`src/hw/rtl/ccds_pkg.sv`:
```
`timescale 1ns / 1ps
// ----------------------------------------------------------------------------
// ccds_pkg
// Shared types and constants for the C comment and directive stripper.
// ----------------------------------------------------------------------------
package ccds_pkg;

  localparam int unsigned MaxTextChars = 1048576;
  localparam int unsigned IdxW         = 20;
  localparam int unsigned QDepth       = 4;
  localparam int unsigned QPtrW        = $clog2(QDepth);

  localparam logic [IdxW-1:0] LastIdx = IdxW'(MaxTextChars - 1);

  // character codes
  localparam logic [7:0] ChHash   = 8'h23;
  localparam logic [7:0] ChSlash  = 8'h2F;
  localparam logic [7:0] ChStar   = 8'h2A;
  localparam logic [7:0] ChSQuote = 8'h27;
  localparam logic [7:0] ChDQuote = 8'h22;
  localparam logic [7:0] ChBSlash = 8'h5C;
  localparam logic [7:0] ChNl     = 8'h0A;
  localparam logic [7:0] ChSpace  = 8'h20;

  typedef enum logic [2:0] {
    CtxCode      = 3'd0,
    CtxDirective = 3'd1,
    CtxLine      = 3'd2,
    CtxBlock     = 3'd3,
    CtxSQuote    = 3'd4,
    CtxDQuote    = 3'd5
  } ctx_e;

  typedef struct packed {
    logic [7:0] in_char;
    logic       is_last;
  } item_t;

  typedef struct packed {
    logic [7:0]      kept_char;
    logic [IdxW-1:0] source_index;
    logic            char_valid;
    logic            end_of_text;
    logic            run_last;
  } res_t;

  // one queue entry: the results caused by one transaction
  typedef struct packed {
    logic two;
    res_t first;
    res_t second;
  } entry_t;

  typedef struct packed {
    logic keep;
    ctx_e ctx;
    logic esc;
    logic skip;
  } judge_t;

endpackage

```
`src/hw/rtl/ccds_front.sv`:
```
`timescale 1ns / 1ps
// ----------------------------------------------------------------------------
// ccds_front
// Lexer front end: holds one character back, classifies it against the
// incoming one and pushes the results of each transaction into the queue.
// ----------------------------------------------------------------------------
module ccds_front (
  input  logic             clk_i,
  input  logic             rst_ni,
  input  logic             push_i,
  input  ccds_pkg::item_t  item_i,
  input  logic             q_full_i,
  output logic             q_push_o,
  output ccds_pkg::entry_t q_entry_o
);

  function automatic ccds_pkg::judge_t judge(ccds_pkg::ctx_e ctx, logic esc,
                                             logic [7:0] ch, logic [7:0] nxt);
    ccds_pkg::judge_t j;
    logic [7:0]       quote;
    j.keep = 1'b0;
    j.ctx  = ctx;
    j.esc  = esc;
    j.skip = 1'b0;
    quote  = (ctx == ccds_pkg::CtxSQuote) ? ccds_pkg::ChSQuote : ccds_pkg::ChDQuote;
    unique case (ctx)
      ccds_pkg::CtxDirective, ccds_pkg::CtxLine: begin
        if (ch == ccds_pkg::ChNl) begin
          j.ctx  = ccds_pkg::CtxCode;
          j.keep = 1'b1;
        end
      end
      ccds_pkg::CtxBlock: begin
        if (ch == ccds_pkg::ChStar && nxt == ccds_pkg::ChSlash) begin
          j.ctx  = ccds_pkg::CtxCode;
          j.skip = 1'b1;
        end
      end
      ccds_pkg::CtxSQuote, ccds_pkg::CtxDQuote: begin
        j.esc = (ch == ccds_pkg::ChBSlash) ? !esc : 1'b0;
        if (!j.esc && ch == quote) begin
          j.ctx  = ccds_pkg::CtxCode;
          j.keep = 1'b1;
        end
      end
      default: begin
        if (ch == ccds_pkg::ChHash) begin
          j.ctx = ccds_pkg::CtxDirective;
        end else if (ch == ccds_pkg::ChSlash && nxt == ccds_pkg::ChSlash) begin
          j.ctx = ccds_pkg::CtxLine;
        end else if (ch == ccds_pkg::ChSlash && nxt == ccds_pkg::ChStar) begin
          j.ctx = ccds_pkg::CtxBlock;
        end else begin
          j.keep = 1'b1;
          if (ch == ccds_pkg::ChDQuote) begin
            j.ctx = ccds_pkg::CtxDQuote;
          end else if (ch == ccds_pkg::ChSQuote) begin
            j.ctx = ccds_pkg::CtxSQuote;
          end else begin
            j.ctx = ccds_pkg::CtxCode;
          end
        end
      end
    endcase
    return j;
  endfunction

  ccds_pkg::ctx_e                ctx_q, ctx_d;
  logic                          esc_q, esc_d;
  logic                          skip_q, skip_d;
  logic                          held_valid_q, held_valid_d;
  logic [7:0]                    held_q;
  logic [ccds_pkg::IdxW-1:0]     pos_q;
  logic [ccds_pkg::IdxW-1:0]     cur_idx;
  logic                          accept;
  ccds_pkg::judge_t              j0, j1;
  logic                          keep0, keep1;
  ccds_pkg::res_t                r0, r1;

  assign accept = push_i && !q_full_i;

  always_comb begin
    if (!held_valid_q) begin
      cur_idx = '0;
    end else if (pos_q == ccds_pkg::LastIdx) begin
      cur_idx = '0;
    end else begin
      cur_idx = pos_q + ccds_pkg::IdxW'(1);
    end

    // judge the held character with the incoming one as lookahead
    j0     = judge(ctx_q, esc_q, held_q, item_i.in_char);
    ctx_d  = ctx_q;
    esc_d  = esc_q;
    skip_d = 1'b0;
    keep0  = 1'b0;
    if (held_valid_q && !skip_q) begin
      ctx_d  = j0.ctx;
      esc_d  = j0.esc;
      skip_d = j0.skip;
      keep0  = j0.keep;
    end

    // on the final character, judge it against a space
    j1    = judge(ctx_d, esc_d, item_i.in_char, ccds_pkg::ChSpace);
    keep1 = item_i.is_last && !skip_d && j1.keep;
    held_valid_d = !item_i.is_last;
  end

  always_comb begin
    r0 = '{kept_char: held_q, source_index: pos_q, char_valid: 1'b1,
           end_of_text: 1'b0, run_last: 1'b0};
    r1 = '{kept_char: item_i.in_char, source_index: cur_idx, char_valid: 1'b1,
           end_of_text: 1'b0, run_last: 1'b0};
    q_entry_o = '0;
    q_push_o  = 1'b0;
    if (!item_i.is_last) begin
      q_entry_o.first          = r0;
      q_entry_o.first.run_last = 1'b1;
      q_push_o                 = accept && keep0;
    end else begin
      q_push_o = accept;
      if (keep0 && keep1) begin
        q_entry_o.two                = 1'b1;
        q_entry_o.first              = r0;
        q_entry_o.second             = r1;
        q_entry_o.second.end_of_text = 1'b1;
        q_entry_o.second.run_last    = 1'b1;
      end else begin
        if (keep0) begin
          q_entry_o.first = r0;
        end else if (keep1) begin
          q_entry_o.first = r1;
        end
        q_entry_o.first.end_of_text = 1'b1;
        q_entry_o.first.run_last    = 1'b1;
      end
    end
  end

  always_ff @(posedge clk_i or negedge rst_ni) begin
    if (!rst_ni) begin
      ctx_q        <= ccds_pkg::CtxCode;
      esc_q        <= 1'b0;
      skip_q       <= 1'b0;
      held_valid_q <= 1'b0;
    end else if (accept) begin
      if (item_i.is_last) begin
        ctx_q  <= ccds_pkg::CtxCode;
        esc_q  <= 1'b0;
        skip_q <= 1'b0;
      end else begin
        ctx_q  <= ctx_d;
        esc_q  <= esc_d;
        skip_q <= skip_d;
      end
      held_valid_q <= held_valid_d;
    end
  end

  always_ff @(posedge clk_i) begin
    if (accept) begin
      held_q <= item_i.in_char;
      pos_q  <= cur_idx;
    end
  end

`ifndef SYNTHESIS
  // a skipped comment closer is always a held character
  a_skip_needs_held: assert property (@(posedge clk_i) disable iff (!rst_ni)
    skip_q |-> held_valid_q)
    else $error("skip flag set without a held character");
`endif

endmodule

```
`src/hw/rtl/ccds_fifo.sv`:
```
`timescale 1ns / 1ps
// ----------------------------------------------------------------------------
// ccds_fifo
// Short queue of result entries between the lexer and the output side.
// ----------------------------------------------------------------------------
module ccds_fifo (
  input  logic             clk_i,
  input  logic             rst_ni,
  input  logic             wr_i,
  input  ccds_pkg::entry_t wr_data_i,
  output logic             full_o,
  input  logic             rd_i,
  output ccds_pkg::entry_t rd_data_o,
  output logic             empty_o
);

  ccds_pkg::entry_t              mem_q [ccds_pkg::QDepth];
  logic [ccds_pkg::QPtrW-1:0]    wr_ptr_q, rd_ptr_q;
  logic [ccds_pkg::QPtrW:0]      cnt_q, cnt_d;
  logic                          do_wr, do_rd;

  assign full_o    = (cnt_q == (ccds_pkg::QPtrW + 1)'(ccds_pkg::QDepth));
  assign empty_o   = (cnt_q == '0);
  assign do_wr     = wr_i && !full_o;
  assign do_rd     = rd_i && !empty_o;
  assign rd_data_o = mem_q[rd_ptr_q];

  always_comb begin
    cnt_d = cnt_q;
    if (do_wr && !do_rd) begin
      cnt_d = cnt_q + (ccds_pkg::QPtrW + 1)'(1);
    end else if (do_rd && !do_wr) begin
      cnt_d = cnt_q - (ccds_pkg::QPtrW + 1)'(1);
    end
  end

  always_ff @(posedge clk_i or negedge rst_ni) begin
    if (!rst_ni) begin
      wr_ptr_q <= '0;
      rd_ptr_q <= '0;
      cnt_q    <= '0;
    end else begin
      if (do_wr) begin
        wr_ptr_q <= wr_ptr_q + ccds_pkg::QPtrW'(1);
      end
      if (do_rd) begin
        rd_ptr_q <= rd_ptr_q + ccds_pkg::QPtrW'(1);
      end
      cnt_q <= cnt_d;
    end
  end

  always_ff @(posedge clk_i) begin
    if (do_wr) begin
      mem_q[wr_ptr_q] <= wr_data_i;
    end
  end

`ifndef SYNTHESIS
  a_no_push_when_full: assert property (@(posedge clk_i) disable iff (!rst_ni)
    !(wr_i && full_o))
    else $error("queue written while full");
  a_ptr_cnt_agree: assert property (@(posedge clk_i) disable iff (!rst_ni)
    (cnt_q != '0 && cnt_q != (ccds_pkg::QPtrW + 1)'(ccds_pkg::QDepth))
      |-> (wr_ptr_q != rd_ptr_q))
    else $error("queue pointers disagree with fill count");
`endif

endmodule

```
`src/hw/rtl/ccds_back.sv`:
```
`timescale 1ns / 1ps
// ----------------------------------------------------------------------------
// ccds_back
// Output side: presents the queued results one per transaction, splitting
// entries that carry two results.
// ----------------------------------------------------------------------------
module ccds_back (
  input  logic             clk_i,
  input  logic             rst_ni,
  input  logic             q_empty_i,
  input  ccds_pkg::entry_t q_data_i,
  output logic             q_pop_o,
  input  logic             pop_i,
  output logic             empty_o,
  output ccds_pkg::res_t   result_o
);

  logic sel_q, sel_d;
  logic take;

  assign empty_o  = q_empty_i;
  assign result_o = sel_q ? q_data_i.second : q_data_i.first;
  assign take     = pop_i && !q_empty_i;
  assign q_pop_o  = take && (!q_data_i.two || sel_q);

  always_comb begin
    sel_d = sel_q;
    if (take) begin
      sel_d = q_data_i.two && !sel_q;
    end
  end

  always_ff @(posedge clk_i or negedge rst_ni) begin
    if (!rst_ni) begin
      sel_q <= 1'b0;
    end else begin
      sel_q <= sel_d;
    end
  end

`ifndef SYNTHESIS
  a_sel_on_pair: assert property (@(posedge clk_i) disable iff (!rst_ni)
    sel_q |-> (!q_empty_i && q_data_i.two))
    else $error("second slot selected without a paired entry");
`endif

endmodule

```
`src/hw/rtl/c_comment_and_directive_stripper.sv`:
```
`timescale 1ns / 1ps
// ----------------------------------------------------------------------------
// c_comment_and_directive_stripper
// Streams C source text and passes on only code characters with their index.
// ----------------------------------------------------------------------------
// One character enters per transaction on the push/full side, and a new one
// can be taken every clock cycle. The lexer holds one character back so it
// can see the next, and judges the last character of a text against a space.
// Directive lines, line comments, block comments (closing star and slash
// included) and the insides of string and char literals are dropped; the
// newline ending a directive or line comment and the literal quotes are kept.
// Each transaction leaves zero, one or two results in a four-entry queue; the
// pop/empty side hands them out one per cycle, so an input that causes two
// results needs two pops. The final input of a text always causes at
// least one result, flagged end_of_text, and the lexer then starts afresh at
// index 0. A character's result is written into the queue at the edge that
// accepts the following character of the text (the final character's at its
// own edge), so it can be popped from the next edge on. The input stalls only
// while the queue holds four entries; a pop in the same cycle does not free a
// slot for that cycle.
// ----------------------------------------------------------------------------
module c_comment_and_directive_stripper (
  input  logic            clk_i,
  input  logic            rst_ni,
  // input side
  input  logic            push,
  output logic            full,
  input  ccds_pkg::item_t item_i,
  // result side
  output logic            empty,
  input  logic            pop,
  output ccds_pkg::res_t  result_o
);

  // queue between lexer and output side
  logic             q_push;
  ccds_pkg::entry_t q_wr_entry;
  logic             q_full;
  logic             q_pop;
  ccds_pkg::entry_t q_rd_entry;
  logic             q_empty;

  assign full = q_full;

  // lexer: classifies characters and builds result entries
  ccds_front u_front (
    .clk_i     (clk_i),
    .rst_ni    (rst_ni),
    .push_i    (push),
    .item_i    (item_i),
    .q_full_i  (q_full),
    .q_push_o  (q_push),
    .q_entry_o (q_wr_entry)
  );

  ccds_fifo u_fifo (
    .clk_i     (clk_i),
    .rst_ni    (rst_ni),
    .wr_i      (q_push),
    .wr_data_i (q_wr_entry),
    .full_o    (q_full),
    .rd_i      (q_pop),
    .rd_data_o (q_rd_entry),
    .empty_o   (q_empty)
  );

  // output side: one result per pop transaction
  ccds_back u_back (
    .clk_i     (clk_i),
    .rst_ni    (rst_ni),
    .q_empty_i (q_empty),
    .q_data_i  (q_rd_entry),
    .q_pop_o   (q_pop),
    .pop_i     (pop),
    .empty_o   (empty),
    .result_o  (result_o)
  );

`ifndef SYNTHESIS
  // a result without a character only marks the end of a text
  a_blank_is_eot: assert property (@(posedge clk_i) disable iff (!rst_ni)
    (!empty && !result_o.char_valid) |->
      (result_o.end_of_text && result_o.kept_char == 8'h00 &&
       result_o.source_index == '0))
    else $error("blank result that is not an end-of-text marker");
  // end of text is always the last result of its transaction
  a_eot_is_run_last: assert property (@(posedge clk_i) disable iff (!rst_ni)
    (!empty && result_o.end_of_text) |-> result_o.run_last)
    else $error("end of text not marked as last of its run");
`endif

endmodule
```
`config.mk`:
```
export PLATFORM = sky130hd
export DESIGN_NAME = c_comment_and_directive_stripper
export DESIGN_NICKNAME = d
export VERILOG_FILES = /design/src/hw/rtl/ccds_pkg.sv /design/src/hw/rtl/ccds_front.sv /design/src/hw/rtl/ccds_fifo.sv /design/src/hw/rtl/ccds_back.sv /design/src/hw/rtl/c_comment_and_directive_stripper.sv
export SDC_FILE = /design/constraint.sdc
export NUM_CORES = 1
export LEC_CHECK = 0
export BUFFER_PORTS_ARGS = -buffer_cell sky130_fd_sc_hd__buf_2
export CORE_ASPECT_RATIO = 0.5
export CORE_MARGIN = 1.5
export CORE_UTILIZATION = 45
export CTS_BUF_LIST = sky130_fd_sc_hd__clkbuf_2
export CTS_CLUSTER_SIZE = 16
export DETAILED_ROUTE_END_ITERATION = 8
export PLACE_DENSITY = 0.66
export SYNTH_ARGS = -nofsm -noshare
export SYNTH_HDL_FRONTEND = slang
export SYNTH_SLANG_ARGS = --single-unit
```
`constraint.sdc`:
```
create_clock -name clk_i -period 4.1 [get_ports clk_i]
set_clock_uncertainty 0.15 [all_clocks]
set_input_delay 0.82 -clock clk_i [delete_from_list [all_inputs] [get_ports clk_i]]
set_output_delay 0.82 -clock clk_i [all_outputs]
set_load 0.005 [all_outputs]
```
==> metrics list, run 1 <==
- Via count of the first global-routing pass: 7599
- Area growth, synth to finish: 11.3%
- In this run the power density over the cells is 682 nW/µm².
- Counting both buffers and inverters, the worst setup path holds a total of 2.
* Slack of the worst reg-to-reg path: 0.48 ns
- Once the floorplan was initialized, standard cells occupied 46.3% of the core.
- Leading post-synthesis cells by instance count: 268 x sky130_fd_sc_hd__edfxtp_1, 113 x sky130_fd_sc_hd__nand2_1, 60 x sky130_fd_sc_hd__mux4_2, 53 x sky130_fd_sc_hd__a21oi_1, 40 x sky130_fd_sc_hd__nor2_1
* Worst Setup Start Kind: register
- Endpoint of the worst-slack reg-to-reg timing path: u_fifo.cnt_q[2]
* CTS H-Tree Depth: 2
- At the later pin of the worst-skew pair, clock insertion delay measures 0.95 ns.
- The startpoint identified for the worst register-to-register timing path is u_front.held_q[4].
- STA classifies the critical path endpoint as an output port.
- The share of the Yosys chip area taken by registers is 67.6%.
* Routed len/inst: 21.1 µm
- Total track usage: 19.5%
* Most frequent cell after synthesis: sky130_fd_sc_hd__edfxtp_1
* Min-delay worst type: input port to register
* Antenna Nets Post-Route: 0
* GRT overflow: 0
- In this design, the largest share of critical-path delay is due to flip-flops.
- For this run, asynchronously set or reset flops after synthesis account for 4.63%.
* Row Count: 42
- For this design the static power due to leakage is 4.85 nW.
- TritonCTS buffer count: 60
- Total via count after detailed routing: 7343
* Post-DP HPWL: 15900 µm
- Average size of a mapped cell: 15.4 µm²
- Most prevalent standard cell on the critical path: sky130_fd_sc_hd__nand2_1
- For the final routed database, the setup TNS stands at 0 ns.
- WP data arrival: 2.90 ns
- The cell area that synthesis handed to floorplanning was 12400 µm².
- Cell-by-cell listing of the critical path: buf_16 -> mux4_2 -> nand2_1 -> nand2_1 -> buf_2
* Largest stage delay, worst path: 0.68 ns
* Number of maximum-capacitance violations: 0
- Number of sinks on the clock net: 281
* Final number of max-transition violations: 0
* CP Class: register to output port
* DRT Wirelength: 27400 µm
- In this run, placement finished with an instance count of 1182.
- Of the post-synthesis cell area, the dominant cell type holds 65.0%.
* Wire length of the first global-routing pass: 42300 µm
- Share of post-route cells with drive strength above 1: 27.5%
* Clock-pin slew on the worst setup and hold paths: 0.11 ns
* Detailed Route Iter0 Violations: 589
* Number of detailed-routing iterations run before antenna repair: 5
- Maximum number of pins on one net before global-route repair: 61
* Final net count: 920
* Setup repair after global routing missed its margin: false
* Hold Crit Endpoint: u_front.held_q[0]
* Detail-routed via count per cell: 5.67
- Floorplan die width: 238 µm
- Counting every net in the synthesized netlist gives 826.
- Final worst path period share: 94.5%
- Chip height: 120 µm
- Main flop type after synthesis: sky130_fd_sc_hd__edfxtp_1
* Result of the run: finished, final reports clean
- The largest total area in the synthesized netlist belongs to sky130_fd_sc_hd__edfxtp_1.
* Main area contributors after synthesis: sky130_fd_sc_hd__edfxtp_1 65%, sky130_fd_sc_hd__mux4_2 11%, sky130_fd_sc_hd__nand2_1 3.4%, sky130_fd_sc_hd__dfrtp_1 2.6%, sky130_fd_sc_hd__a21oi_1 2.1%
- The startpoint identified for the worst hold timing path is item_i[1].
* Required @ worst endpoint: 3.13 ns
- Post-synth cell types: 65
* Slowest-stage cell, CP: sky130_fd_sc_hd__dfrtp_4
* Actual slew at the worst max-slew pin: 0.798 ns
- Number of flops mapped to enable cells by yosys: 268
* TritonCTS clock tree: yes
* Antenna violations before repair: 1
- Synth Instances: 806
- Std-Cell Core Area: 26700 µm²
- Count of endpoints failing setup in the final report: 0
- Of all nets on the critical path, the largest fanout is 25.
- Hold Path Cell Cnt: 1
- Across the VDD grid, the largest voltage drop is 0.000272 V.
- The clock passes through at most 3 buffers.
- DRC violation count after routing: 0
- Final Critical Period: 3.87 ns
* Synthesis-stage register bit count: 281
- The worst register-to-register path has a depth of 12.
* Maximum clock frequency: 0.258 GHz
- Number of buffers inserted to repair setup after CTS: 0
- Input and output buffers added on the ports amount to 45.
* Number of placed I/O pins: 46
- At the end of routability-driven placement, the weighted congestion stood at 0.855.
- Measured against its own limit, the worst slew margin works out to 46.8%.
- Die Area: 28600 µm²
- Final hold viol count: 0
* Root buffer selected by CTS: sky130_fd_sc_hd__clkbuf_2
- After the flow finishes, the layout carries non-filler instances totaling 1296.
* Count of yosys warnings during synthesis: 0
==> registers in the layout (all words and copies together) (netlist names) <==
name                  cells
u_front.held_valid_q      1
u_back.sel_q              1
u_front.held_q            8
u_fifo.wr_ptr_q           2
u_front.skip_q            1
u_front.pos_q            20
u_fifo.cnt_q              3
u_front.ctx_q             3
u_fifo.mem_q            240
u_fifo.rd_ptr_q           2
==> layer usage <==
| layer | vias up | share of wire, % | track usage (%) |
|---|---|---|---|
| li1 | 3337 | - | - |
| met1 | 3733 | 46 | 27.4 |
| met2 | 234 | 47 | 31.1 |
| met3 | 39 | 5.8 | 3.47 |
| met4 | 0 | 1.6 | 6.13 |
| met5 | - | 0 | 0 |
==> power by group <==
part / leakage, nW / internal [mW] / switching [mW]
clock: 0.418 / 0.607 / 1.07
combinational: 1.76 / 1.48 / 2.04
sequential: 2.67 / 3.92 / 0.285
==> logic make-up (layout without fill, tap and decap cells) <==
kind of cell,after synthesis,in the layout,synth area share (%)
compound gates,123,123,6.74
xor+xnor,26,26,1.84
fa+ha+maj,7,7,0.768
buf+inv,65,202,2.33
flops,281,281,67.6
mux,69,69,11.7
other cells,0,1,0
simple gates,235,235,9.08
==> metrics by stage <==
| stage | utilization [%] | hold WS (ns) | total power, mW | worst slack, ns | instance area, µm² |
|---|---|---|---|---|---|
| 2_1_floorplan | - | 0.306 | 6.52 | 0.534 | 12400 |
| 3_3_place_gp | 49.2 | 0.326 | 7.67 | 0.448 | 13200 |
| 3_5_place_dp | 49.2 | 0.337 | 7.76 | 0.357 | 13200 |
| 4_1_cts | 51.4 | 0.0140 | 9.42 | 0.00910 | 13700 |
| 5_1_grt | 51.6 | 0.00391 | 9.93 | 0.0791 | 13800 |
| 6_report | 51.6 | 0.0786 | 9.40 | 0.226 | 13800 |
==> layout make-up <==
class	count	area (µm²)
Fill cell	2170	13000
Sequential cell	281	8380
Multi-Input combinational cell	460	3740
Timing Repair Buffer	79	636
Clock buffer	94	470
Tap cell	352	440
Inverter	18	67.6
Clock inverter	11	52.6
Antenna cell	1	2.50
==> worst max path at each step <==
stage | start | end | cells after the start
global placement | item_i[5] | u_fifo.mem_q[0][13] | 10
floorplan | item_i[5] | u_fifo.cnt_q[1] | 10
finish | u_fifo.rd_ptr_q[0] | result_o[21] | 5
CTS | u_fifo.rd_ptr_q[0] | result_o[21] | 5
global route | u_fifo.rd_ptr_q[0] | result_o[21] | 5
detailed placement | item_i[5] | u_fifo.mem_q[3][51] | 10
==> what timing repair did <==
item	in CTS	in global routing
hold buffers	5	2
hold endpoints to repair	17	2
endpoints found under the setup margin	0	1
resized for setup	0	1
==> layout by cell type, fill, tap and decap left out, types with 7 or more instances in the layout <==
cell	n
sky130_fd_sc_hd__buf_12	8
sky130_fd_sc_hd__buf_2	45
sky130_fd_sc_hd__mux4_2	60
sky130_fd_sc_hd__mux2i_1	7
sky130_fd_sc_hd__edfxtp_1	268
sky130_fd_sc_hd__o21ai_0	9
sky130_fd_sc_hd__clkbuf_2	94
sky130_fd_sc_hd__nand2_1	113
sky130_fd_sc_hd__xnor2_1	18
sky130_fd_sc_hd__inv_1	18
sky130_fd_sc_hd__nor2_1	40
sky130_fd_sc_hd__clkinv_1	7
sky130_fd_sc_hd__xor2_1	8
sky130_fd_sc_hd__dfrtp_1	11
sky130_fd_sc_hd__nand3_1	7
sky130_fd_sc_hd__nor3_1	22
sky130_fd_sc_hd__buf_4	17
sky130_fd_sc_hd__a21oi_1	53
sky130_fd_sc_hd__a21boi_1	26
sky130_fd_sc_hd__dlygate4sd3_1	7
(Power assumes the default switching activity.)
==> run 2: changes to the inputs <==
Settings changed: RECOVER_POWER set to 100.
==> metrics list, run 2 (synthesized netlist as in run 1, its figures left out) <==
* Result of the run: complete, but fails checks
- The final reports fail on max-capacitance violations, max-slew violations.
- The area inside the core boundary is 26700 µm² (unchanged).
- The data required time at the worst endpoint was 3.13 ns (about the same).
- Commonest cells after routing, fill and taps aside: 268 x sky130_fd_sc_hd__edfxtp_1, 113 x sky130_fd_sc_hd__nand2_1, 96 x sky130_fd_sc_hd__clkbuf_2
- Actual slew at the worst max-slew pin: 2.01 ns (+1.22 ns)
- The total of endpoints with negative setup slack in the final report came to 0 (unchanged).
- Via count of the first global-routing pass: 7599 (unchanged)
- Min-delay worst type: input port to register
- Power after layout: 9.31 mW (-1.0%)
* Startpoint of the worst hold path: pop
- Maximum clock frequency: 0.260 GHz (+0.60%)
- Detailed Route Iter0 Violations: 620 (+5.3%)
- The highest fanout seen on the critical path is 25 (unchanged).
- Power per cell area: 681 nW/µm² (-0.17%)
* Setup WS post-layout: 0.249 ns (+0.0230 ns)
* Number of sinks on the clock net: 281 (unchanged)
- The chip height is 120 µm (unchanged).
* Number of detailed-routing iterations run before antenna repair: 5 (unchanged)
* Flip-flop count of the largest register, all copies and words added: 240 (unchanged)
- The global-route congestion overflow total is 0 (unchanged).
* Final hold viol count: 0 (unchanged)
* CP Class: register to output port
* Endpoint of the worst-slack reg-to-reg timing path: u_fifo.mem_q[1][13]
* DRC violation count after routing: 0 (unchanged)
* Leak pwr: 4.74 nW (-2.1%)
* TritonCTS clock tree: yes
- In the final layout, the registers with the most flip-flops are u_fifo.mem_q: 240 flops, u_front.pos_q: 20 flops, u_front.held_q: 8 flops.
- The pin count of the biggest net entering global routing is 61 (unchanged).
- The worst slack at placement was 0.357 ns (unchanged).
- The count of vias placed by the detailed router is 7298 (-0.61%).
* Antenna Nets Post-Route: 0 (unchanged)
* Row Count: 42 (unchanged)
- Routability congestion estimate: 0.855 (unchanged)
* FF-to-FF Start: u_front.held_q[4]
* Final worst path period share: 93.9% (-0.56 points)
- The total number of H-tree levels came to 2 (unchanged).
- Initial standard-cell utilization of the core: 46.3% (unchanged)
- Post-Route Hold Slack: 0.0971 ns (+0.0184 ns)
- Worst Setup Start Kind: register
- The final instance area is 13700 µm² (-0.83%).
- Hold Crit Endpoint: u_back.sel_q
* Final number of max-transition violations: 31 (+31)
- The clock latency reported for the late side of the worst-skew pair was 0.94 ns (about the same).
* Final Critical Period: 3.85 ns (-0.0230 ns)
- Routed len/inst: 21.1 µm (-0.20%)
- Kind of capture point of the worst setup path: output port
- Share of post-route cells with drive strength above 1: 23.6% (-3.8 points)
- The buffer depth of the longest clock path was 3 (unchanged).
* Number of buffers inserted to repair setup after CTS: 0 (unchanged)
- The total number of nets in the final design came to 920 (unchanged).
* Logic depth of the worst register-to-register path: 8 (-4)
- Detail-routed via count per cell: 5.63 (-0.61%)
- Setup repair after global routing left no endpoint under its margin.
- The final sum of negative setup slack is 0 ns (unchanged).
- Antenna violations before repair: 1 (unchanged)
* Slack of the worst reg-to-reg path: 0.34 ns (-0.14 ns)
- Compared with the post-synthesis result, the final layout area differs by 10.4%.
* WP data arrival: 2.88 ns (-0.02 ns)
- The clock edge transition at the registers on the reported setup and hold paths came to 0.11 ns (about the same).
- The die area was 28600 µm² (unchanged).
- In this run the clock root is driven by a sky130_fd_sc_hd__clkbuf_2.
- The global-route wire length before repair came to 42300 µm (unchanged).
* Leading cell type in the layout, fill and taps excluded: sky130_fd_sc_hd__edfxtp_1
* Hold Path Cell Cnt: 4 (+3)
* Register bank with the most flops: u_fifo.mem_q
- Worst max-slew margin expressed relative to the limit: -34.3% (-81 points)
* Port Buf Inserts: 45 (unchanged)
- The count of placed standard cells in the final layout, fillers left out was 1296 (unchanged).
* Total track usage: 19.5% (unchanged)
- Number of placed I/O pins: 46 (unchanged)
- Placed cell area: 13200 µm² (unchanged)
- DP Cell Count: 1182 (unchanged)
* Number of maximum-capacitance violations: 1 (+1)
- Worst ir drop on vdd: 0.000270 V (-0.65%)
* TritonCTS buffer count: 60 (unchanged)
* Floorplan die width: 238 µm (unchanged)
- Core occupancy in the finished layout: 51.1% (-0.43 points)
- DRT Wirelength: 27300 µm (-0.20%)
- Post-DP HPWL: 15900 µm (unchanged)
run 2: cell types whose count changed in the layout (fill, tap and decap cells not counted), moves of 2 or more:
cell | before | now
sky130_fd_sc_hd__a21boi_0 | 1 | 13
sky130_fd_sc_hd__a21boi_1 | 26 | 14
sky130_fd_sc_hd__a21oi_1 | 53 | 58
sky130_fd_sc_hd__a21oi_2 | 5 | 0
sky130_fd_sc_hd__and2_0 | 0 | 2
sky130_fd_sc_hd__buf_12 | 8 | 5
sky130_fd_sc_hd__buf_2 | 45 | 20
sky130_fd_sc_hd__buf_4 | 17 | 11
sky130_fd_sc_hd__buf_6 | 0 | 4
sky130_fd_sc_hd__clkbuf_1 | 0 | 26
sky130_fd_sc_hd__clkbuf_2 | 94 | 96
sky130_fd_sc_hd__clkbuf_4 | 0 | 2
run 2: worst max path at each step:
stage	cells after the start	to	start
detailed placement	10	u_fifo.mem_q[3][51]	item_i[5]
CTS	5	result_o[21]	u_fifo.rd_ptr_q[0]
finish	5	result_o[21]	u_fifo.rd_ptr_q[0]
global placement	10	u_fifo.mem_q[0][13]	item_i[5]
global route	8	u_fifo.mem_q[0][55]	u_front.ctx_q[0]
floorplan	10	u_fifo.cnt_q[1]	item_i[5]
run 2: area by class of cell:
type / count / area (µm²)
inverters: 18 / 67.6
diodes: 1 / 2.50
clock buffers: 94 / 470
fillers: 2197 / 13100
clock inverters: 11 / 52.6
repair buffers: 79 / 552
well taps: 352 / 440
flip-flops and latches: 281 / 8380
multi-input cells: 460 / 3710
run 2: worst max-delay path, stage by stage (launching register included):
cell and delay, ns:
sky130_fd_sc_hd__dfrtp_4 0.67, sky130_fd_sc_hd__buf_16 0.29, sky130_fd_sc_hd__mux4_2 0.53, sky130_fd_sc_hd__nand2_1 0.08, sky130_fd_sc_hd__nand2_1 0.19, sky130_fd_sc_hd__buf_2 0.19
run 2: what timing repair did:
item | in CTS | in global routing
endpoints found under the hold margin | 17 | 2
resized for setup | 0 | 1
endpoints found under the setup margin | 0 | 1
hold buffers | 5 | 2
run 2: per-layer routing:
metal | GRT usage (%) | up-vias | routed length (µm)
met5 | 0 | - | 0
met4 | 6.13 | 0 | 414
met3 | 3.47 | 37 | 1510
met2 | 31.1 | 214 | 12900
met1 | 27.4 | 3711 | 12500
li1 | - | 3336 | -
run 2: where the power goes:
group / total [mW] / internal (mW) / switching, mW
clock network: 1.67 / 0.607 / 1.07
registers: 4.21 / 3.93 / 0.283
logic: 3.42 / 1.40 / 2.02
